--- src/hdl/chacha20_key_erasure_rng_macros.svh ---
// Assertion macros for the key-erasure generator.
// Clock and reset are taken as clock and reset of the including module.
`ifndef CHACHA20_KEY_ERASURE_RNG_MACROS_SVH
`define CHACHA20_KEY_ERASURE_RNG_MACROS_SVH

// Property that must hold at every edge out of reset.
`define CKERNG_ASSERT_NOW(lbl, cond, msg) \
   lbl: assert property (@(posedge clock) disable iff (reset) (cond)) else $error(msg);

// Property that must hold in the cycle after a trigger.
`define CKERNG_ASSERT_NEXT(lbl, trig, cond, msg) \
   lbl: assert property (@(posedge clock) disable iff (reset) (trig) |=> (cond)) else $error(msg);

`endif

--- src/hdl/ckerng_ram.sv ---
`timescale 1ns / 1ps
// Generic single-write, single-read RAM with registered read data.
// No dependencies.
module ckerng_ram #(
   parameter int WIDTH = 64,
   parameter int DEPTH = 64
) (
   input  logic                     clock,
   input  logic                     we,
   input  logic [$clog2(DEPTH)-1:0] waddr,
   input  logic [WIDTH-1:0]         wdata,
   input  logic [$clog2(DEPTH)-1:0] raddr,
   output logic [WIDTH-1:0]         rdata
);
   logic [WIDTH-1:0] mem_ff [DEPTH];
   logic [WIDTH-1:0] rdata_ff;

   always_ff @(posedge clock) begin
      if (we) begin
         mem_ff[waddr] <= wdata;
      end
      rdata_ff <= mem_ff[raddr];
   end

   assign rdata = rdata_ff;
endmodule

--- config.mk ---
export PLATFORM = sky130hd
export DESIGN_NAME = ckerng_ram
export DESIGN_NICKNAME = d
export VERILOG_FILES = /design/src/hdl/chacha20_key_erasure_rng_macros.svh /design/src/hdl/ckerng_ram.sv
export SDC_FILE = /design/constraint.sdc
export NUM_CORES = 2
export LEC_CHECK = 0
export BUFFER_PORTS_ARGS = -buffer_cell sky130_fd_sc_hd__buf_2
export CAP_MARGIN = 20
export CORE_UTILIZATION = 37
export DETAILED_ROUTE_END_ITERATION = 8
export GPL_TIMING_DRIVEN = 0
export PLACE_DENSITY = 0.59
export SLEW_MARGIN = 20
export SYNTH_ARGS = -nofsm -noshare
export SYNTH_HDL_FRONTEND = slang
export SYNTH_SLANG_ARGS = --single-unit
--- constraint.sdc ---
create_clock -name clock -period 7.7 [get_ports clock]
set_input_delay 0 -clock clock [delete_from_list [all_inputs] [get_ports clock]]
set_output_delay 0 -clock clock [all_outputs]
set_load 0.03 [all_outputs]
==> results.tsv <==
metric	value	unit
ys_top_cells_by_area	edfxtp_1 (79%), mux4_2 (15%), mux2i_1 (0.86%), dfxtp_1 (0.82%), a22oi_1 (0.81%)	
slew_violations	0	
vdd_drop_max	0.2048	mV
end_kind	flip-flop	
drive_gt1_share	29.54	%
crit_buf_inv	2	
cts_resized	0	
fin_crit_sh	46.00	%
cts_tree	yes	
holdWs	0.03607	ns
finalSetupViolCount	0	
synth_top_area_share	78.67	%
worstPathArrival	4.33	ns
power_frac_clock	41.7	%
rows	238	
reg2reg_to	rdata[39]	
post_drt_wl_per_cell	32.52	microns
synth_area_leader_cell	edfxtp_1	
overflow	0	
rrSetupSlack	4.80	ns
cts_buffers	411	
io_pins	142	
r2r_cells	5	
synth_area_per_cell	23.70	sq um
cts_root_buffer	clkbuf_16	
path_common_cell	clkbuf_1	
swShare	21.86	%
area_growth	18.02	%
synth_cell_types	33	
cts.sinks	4160	
drv_cap	0	
chipWidth	652.1	microns
cts_max_level	5	
fmax	282.3	MHz
grt_first_pass_wirelength	609000	microns
crit_start	raddr[4]	
p_int	37.19	mW
finalHoldViolations	0	
avgViaCountPerCell	5.636	
yosysWarnings	0	
use_met2	33.77	%
final_common_cell	edfxtp_1	
ant_nets	0	
syn_nets	6676	
critPathTopFamily	compound AO/OA/AOI/OAI gates	
busiest_layer	met2	
cts_setup_buffers	0	
wirelength	439000	microns
ys_seq_area_share	79.49	%
seq_power_share	52.8	%
setup.worst_path.start_class	primary input	
fin_skew	0.06674	ns
cp.required	8.49	ns
worst_setup_hold_path_clk_slew	0.06	ns
layout_common_cells	edfxtp_1 (4096), mux4_2 (1024), clkbuf_16 (420)	
core_area	420500	sq um
ys_ff_latch	4160	
rsz0062_at_grt	false	
status	complete, no violations	
critPathKind	primary input to flip-flop	
drt_iter0_drc	9833	
p_leak	57.34	nW
fin_crit	3.542	ns
die_h	652.1	microns
fillers	35250	
ctsLongestPathBuffers	4	
initial_core_util	37.18	%
grt_pass1_vias	77010	
worst_skew_pair.late_latency	1.03	ns
portBuffers	133	
grt_max_degree	65	
grt_use_total	20.34	%
drc	0	
nets	7559	
p_per_area	257.9	nW/um^2
met1_usage	27.12	%
slowest_stage	a211oi_1	
hpwl	299900	microns
combPwrFrac	5.5	%
first_pass_iters	6	
crit_cells	6	
hold_path.class	primary input to flip-flop	
gp_congestion	0.8177	
final.setup.tns	0	ns
grt_antenna_before_repair	56	
crit_fanout	10	
power	47.59	mW
netlist_instances	6598	
grtUsageMet3	3.542	%
relSlewSlack	17.10	%
r2r-start	mem_ff[57][39]	
worstMarginPinSlew	1.243	ns
cp-endpoint	rdata[39]	
path_cells	clkbuf_1 -> nand2_1 -> clkbuf_1 -> o22ai_1 -> a31oi_1 -> a211oi_1	
max_stage_delay	0.95	ns
vias	76080	
synth.cell_area	156300	sq um
p_sw	10.40	mW
dieArea	425200	sq um
-- final cells by class --
class	instances	area, sq um	share of cell area, %
antenna	39	97.59	0.05289
buffer	370	1784	0.9669
timing repair buffer	470	7238	3.923
sequential	4160	124300	67.35
tap	5640	7057	3.824
clock inverter	217	2147	1.164
multi-input combinational	2049	30780	16.68
clock buffer	534	11070	5.998
inverter	19	71.32	0.03865
-- stage by stage --
step	util, %	worst slack [ns]	instances	instance area (sq um)
2_1_floorplan	-	2.264	6598	156300
3_3_place_gp	39.02	-4.475	12370	164100
3_5_place_dp	40.52	3.403	12640	170400
4_1_cts	43.84	4.427	13460	184300
5_1_grt	43.87	4.321	13480	184500
6_report	43.88	4.158	13500	184500
-- synthesized netlist by cell type --
master     number
a2bb2oi_1      19
nand3b_1        2
nor2_1        112
buf_2         170
a211oi_1       63
a31oi_1        18
or3_1          29
nand2_1        58
buf_1          20
or3b_2          1
and3_1         64
nand4b_1        1
nand4_1         2
nor3_1          2
dfxtp_1        64
inv_1          19
nand2b_1       11
a31o_1          1
mux2i_1       135
edfxtp_1     4096
o22ai_1        83
nand3_1        45
or2_2          28
mux4_2       1024
a41oi_1        26
buf_4          34
a22oi_1       168
and2_1          3
a22o_1         88
clkbuf_1      140
o221ai_1       38
buf_6           6
nor2b_1        28
-- state kept, by name, indices dropped and copies added, names as in the netlist --
register	count
rdata	64
mem_ff	4096
-- power by group through the flow --
stage | clock network (mW) | registers, mW | logic [mW]
floorplan | 0 | 25.7 | 1.17
global placement | 0 | 25.6 | 2.46
detailed placement | 0 | 25.6 | 2.59
CTS | 20.1 | 25.1 | 2.63
global route | 20.9 | 25.1 | 2.73
finish | 19.8 | 25.1 | 2.63
-- repair_timing --
action                                   CTS  global route
endpoints found under the hold margin   4178             0
endpoints found under the setup margin     0             0
hold buffers                              73             0
-- per-layer routing --
layer / up-vias / share of wire, %
li1: 30350 / -
met1: 41420 / 39
met2: 3624 / 49
met3: 681 / 7.9
met4: 6 / 3.7
met5: - / 0.010
-- how the worst min path moves through the flow --
stage / startpoint / end / depth (start not counted)
after floorplan: wdata[0] / mem_ff[0][0] / 0
after global placement: rdata[0] / rdata[0] / 1
after detailed placement: rdata[55] / rdata[55] / 1
after CTS: waddr[4] / mem_ff[50][14] / 4
after global routing: wdata[23] / mem_ff[52][23] / 2
final: wdata[23] / mem_ff[52][23] / 2
-- cells by family after synthesis --
logic type / Yosys count / synth area share [%]
AOI/OAI and AO/OA: 504 / 2.477
and+or+nand+nor: 386 / 1.240
muxes: 1159 / 15.61
DFF: 4160 / 79.49
buffers and inverters: 389 / 1.180
Power figures use the tool's default switching activity.
