File: src/hdl/chacha20_key_erasure_rng_macros.svh
// Assertion macros for the key-erasure generator.
// Clock and reset are taken as clock and reset of the including module.
`ifndef CHACHA20_KEY_ERASURE_RNG_MACROS_SVH
`define CHACHA20_KEY_ERASURE_RNG_MACROS_SVH

// Property that must hold at every edge out of reset.
`define CKERNG_ASSERT_NOW(lbl, cond, msg) \
   lbl: assert property (@(posedge clock) disable iff (reset) (cond)) else $error(msg);

// Property that must hold in the cycle after a trigger.
`define CKERNG_ASSERT_NEXT(lbl, trig, cond, msg) \
   lbl: assert property (@(posedge clock) disable iff (reset) (trig) |=> (cond)) else $error(msg);

`endif

File: src/hdl/ckerng_pkg.sv
`timescale 1ns / 1ps
// Shared constants, types and ChaCha20 helper functions of the generator.
// No dependencies.
package ckerng_pkg;

   localparam int POOL_BYTES     = 512;
   localparam int MAX_READ_BYTES = 64;
   localparam int KEY_BYTES      = 32;
   localparam int BLOCKS         = (POOL_BYTES + 63) / 64;
   localparam int WORDS          = BLOCKS * 8;
   localparam int WORD_AW        = $clog2(WORDS);
   localparam int BLK_W          = (BLOCKS > 1) ? $clog2(BLOCKS) : 1;
   localparam int IDX_W          = $clog2(POOL_BYTES) + 1;
   localparam int CNT_W          = 7;
   localparam int CSR_NUM        = 4;
   localparam int CSR_AW         = 2;
   localparam int CSR_DW         = 64;
   localparam int ROUNDS         = 10;

   typedef enum logic [1:0] {
      ROT_16 = 2'd0,
      ROT_12 = 2'd1,
      ROT_8  = 2'd2,
      ROT_7  = 2'd3
   } rot_type;

   typedef enum logic {
      FUNC_RESEED = 1'b0,
      FUNC_READ   = 1'b1
   } func_type;

   // State word index for one position (a, b, c, d) of quarter round qr.
   // Quarter rounds 0..3 are columns, 4..7 diagonals.
   function automatic logic [3:0] qr_index(input logic [2:0] qr, input logic [1:0] pos);
      logic [1:0] col;
      col = qr[1:0] + (qr[2] ? pos : 2'd0);
      return {pos, col};
   endfunction

   // Initial block state word i for a given key and block counter.
   function automatic logic [31:0] block_input(input logic [255:0] key,
                                               input logic [BLK_W-1:0] blk,
                                               input logic [3:0] i);
      logic [31:0] w;
      case (i)
         4'd0: w = 32'h61707865;
         4'd1: w = 32'h3320646e;
         4'd2: w = 32'h79622d32;
         4'd3: w = 32'h6b206574;
         4'd12: w = 32'(blk);
         4'd13, 4'd14, 4'd15: w = 32'd0;
         default: w = key[(32'(i) - 32'd4) * 32 +: 32];
      endcase
      return w;
   endfunction

endpackage

File: src/hdl/ckerng_arx.sv
`timescale 1ns / 1ps
// Shared add-xor-rotate unit: one quarter-round step of ChaCha20.
// Depends on ckerng_pkg.
module ckerng_arx (
   input  logic                        [31:0] a,
   input  logic                        [31:0] b,
   input  logic                        [31:0] d,
   input  ckerng_pkg::rot_type                rot,
   output logic                        [31:0] sum,
   output logic                        [31:0] mix
);
   logic [31:0] t;

   always_comb begin
      sum = a + b;
      t   = d ^ sum;
      case (rot)
         ckerng_pkg::ROT_16: mix = {t[15:0], t[31:16]};
         ckerng_pkg::ROT_12: mix = {t[19:0], t[31:20]};
         ckerng_pkg::ROT_8:  mix = {t[23:0], t[31:24]};
         ckerng_pkg::ROT_7:  mix = {t[24:0], t[31:25]};
         default:            mix = t;
      endcase
   end
endmodule

File: config.mk
export PLATFORM = sky130hd
export DESIGN_NAME = ckerng_arx
export DESIGN_NICKNAME = d
export VERILOG_FILES = /design/src/hdl/chacha20_key_erasure_rng_macros.svh /design/src/hdl/ckerng_pkg.sv /design/src/hdl/ckerng_arx.sv
export SDC_FILE = /design/constraint.sdc
export NUM_CORES = 1
export LEC_CHECK = 0
export ABC_AREA = 1
export BUFFER_PORTS_ARGS = -buffer_cell sky130_fd_sc_hd__buf_2
export CAP_MARGIN = 5
export CELL_PAD_IN_SITES_DETAIL_PLACEMENT = 1
export CELL_PAD_IN_SITES_GLOBAL_PLACEMENT = 2
export CORE_UTILIZATION = 25
export DETAILED_ROUTE_END_ITERATION = 10
export GPL_TIMING_DRIVEN = 1
export PLACE_DENSITY_LB_ADDON = 0.15
export SETUP_SLACK_MARGIN = 0.3
export SYNTH_ARGS = -nofsm -noshare
export SYNTH_HDL_FRONTEND = slang
export SYNTH_SLANG_ARGS = --single-unit
File: constraint.sdc
create_clock -name vclk -period 4.82
set_clock_uncertainty 0.1 [all_clocks]
set_input_delay 0.241 -clock vclk [all_inputs]
set_output_delay 0.241 -clock vclk [all_outputs]
set_load 0.02 [all_outputs]
==> metrics <==
Synth area leaders=nand2_1 (28%), nand3_1 (19%), inv_1 (14%), ha_1 (9.9%), nand4_1 (5.9%); post-synthesis compound-gate area fraction=between 2 and 3%; crit start category=primary input; routed wire length=18000 um; Worst-Margin Slew=between 1000 and 1500 ps; core area=~15000 um2; critical path type=in -> out; pins over their slew limit=0; Post-Synthesis Cells=about 800; mux contribution to synthesized area=0%; layout cells sized above 1=21.6%; CP delay by family, top=XOR/XNOR gates; DP HPWL=16100 um; DRT Pass-1 Iters=5; status=finished, final reports clean; final instance area=~5000 um2; Bufs and invs on worst path=4; Antenna Cells=0; top cell type's share of synthesized area=around 28%; PD cells=about 180 nW/um2; max incr delay on CP=just over 400 ps; WP data arrival=about 2800 ps; final worst slack=around 1700 ps; Max Freq=323 MHz; period utilisation layout=64.3%; GRT Util Overall=22.2%; initial antenna violation count=0; leading area contributor after synthesis=nand2_1; crit-path cells=buf_2, ha_1, inv_1, fa_1, inv_1, nand3_1, nand3_1, nand2_1, nand2_2, xor2_1, xor2_1, nand2_1, nand4_1, buf_2; Clock buffer cells=0; final setup fails=0; Syn Area/Cell=~5 um2; Iter 0 DRT Violations=320; die height=127 um; crit path capture type=output port; number of port buffers=around 160; placed inst area=just under 5000 um2; RSZ-0062 raised after global routing=false; crit path max fanout=4; total design power=0.912 mW; HP Class=in -> out; vias in the first global route=5444; Simple-Gate Fraction of Synth Area=65.7%; die area=approximately 16000 um2; largest net degree at the start of global routing=33; # DRC=0; CTS Hold Bufs=0; routability cong.=approximately 0.9; Leak=around 3 nW; first-pass GRT wire length=28500 um; post-synth cell types=28; Final Critical Period=a little over 3000 ps; Critical Path Slowest Stage Cell=fa_1; largest family of logic cells by synthesized area=simple AND/OR/NAND/NOR gates; worst path required time=roughly 4500 ps; VDD IR max=0.0758 mV; Setup Total Neg Slack=0 ps; cell area after synthesis=between 3000 and 4000 um2; CTS-repair resized insts=0; Syn Nets=~930; Core Rows=45; Setup crit start=a[0]; Synthesis Warnings=0; # Post-CTS Setup Buffers=0; routed vias=5491; # IOs=between 150 and 200; WL/cell=~16 um; Overflow after GRT=0; register area share after synthesis=0%; Initial Utilization=between 20% and 30%; die width=127 um; num sequential=0; Slew headroom=28.1%; vias per cell=around 4.7; P&R area growth vs syn=26.7%; HP Start=b[0]; adder-cell area share of the yosys netlist=between 10% and 20%; DP Worst Slack=between 1500 and 2000 ps; post-detailed-route count of antenna-violating nets=0; # nets final=approximately 1100; final hold violations=0; total of max-cap violations=0; post-synthesis xor/xnor area fraction=around 6.3%; FF+latch area=0 um2
## placed cells by master (no fill, tap or decap)
| master | netlist | routed |
|---|---|---|
| a21o_1 | 1 | 1 |
| a21oi_1 | 15 | 15 |
| and2_1 | 2 | 2 |
| buf_2 | 3 | 162 |
| buf_4 | 0 | 2 |
| fa_1 | 1 | 1 |
| ha_1 | 31 | 31 |
| inv_1 | 142 | 142 |
| inv_2 | 1 | 1 |
| nand2_1 | 295 | 295 |
| nand2_2 | 15 | 15 |
| nand3_1 | 146 | 146 |
| nand3_2 | 2 | 2 |
| nand3b_1 | 11 | 11 |
| nand3b_2 | 4 | 4 |
| nand4_1 | 37 | 37 |
| nor2_1 | 40 | 38 |
| nor2_2 | 5 | 7 |
| nor2_4 | 1 | 1 |
| nor3_1 | 2 | 2 |
| nor3_2 | 2 | 2 |
| o211ai_1 | 1 | 1 |
| o21a_1 | 1 | 1 |
| o21ai_0 | 1 | 1 |
| or2_2 | 5 | 5 |
| xnor2_1 | 5 | 5 |
| xor2_1 | 16 | 16 |
| xor2_2 | 4 | 4 |
## cell usage after synthesis, types with 9 or more instances
library cell,count
inv_1,142
nand3_1,146
a21oi_1,15
nor2_1,40
clkbuf_1,9
xor2_1,16
nand4_1,37
nand2_1,295
nand2_2,15
ha_1,31
nand3b_1,11
## where the power goes
group,switching [mW],internal (mW),leakage (nW)
clock network,0,0,0
registers,0,0,0
logic,0.628,0.284,3.00
total,0.628,0.284,3.00
## final timing paths
path	to	cells past startpoint
setup / recovery	mix[15]	14
hold / removal	sum[0]	3
## routing by layer
layer	up-vias	global-route usage [%]	wire length [um]	part of all wire [%]
met3	8	1.17	740	4.1
met2	134	39.3	8390	47
met1	2501	30.5	8680	48
li1	2848	-	-	-
met4	0	2.10	196	1.1
met5	-	0	0	0
## area by class of cell
class,count,area [um2]
Timing Repair Buffer,164,826
Inverter,143,537
Multi-Input combinational cell,643,3340
Fill cell,2225,10300
Tap cell,211,264
## stage by stage
stage	hold slack, ps	instances	util (%)
CTS	776	1161	32.6
global placement	766	1161	32.6
global route	795	1161	32.6
detailed placement	776	1161	32.6
finish	769	1161	32.6
floorplan	610	798	-
## worst min-delay path, delay by kind of cell
family	cells	cell delay, ps
buffers and inverters	2	250
adders and majority gates	1	140
## cells by family (layout without fill, tap and decap cells)
| logic type | after synthesis | in the layout |
|---|---|---|
| simple gates | 567 | 567 |
| xor+xnor | 25 | 25 |
| buf+inv | 155 | 307 |
| compound gates | 19 | 19 |
| fa+ha+maj | 32 | 32 |
(Power assumes the default switching activity.)
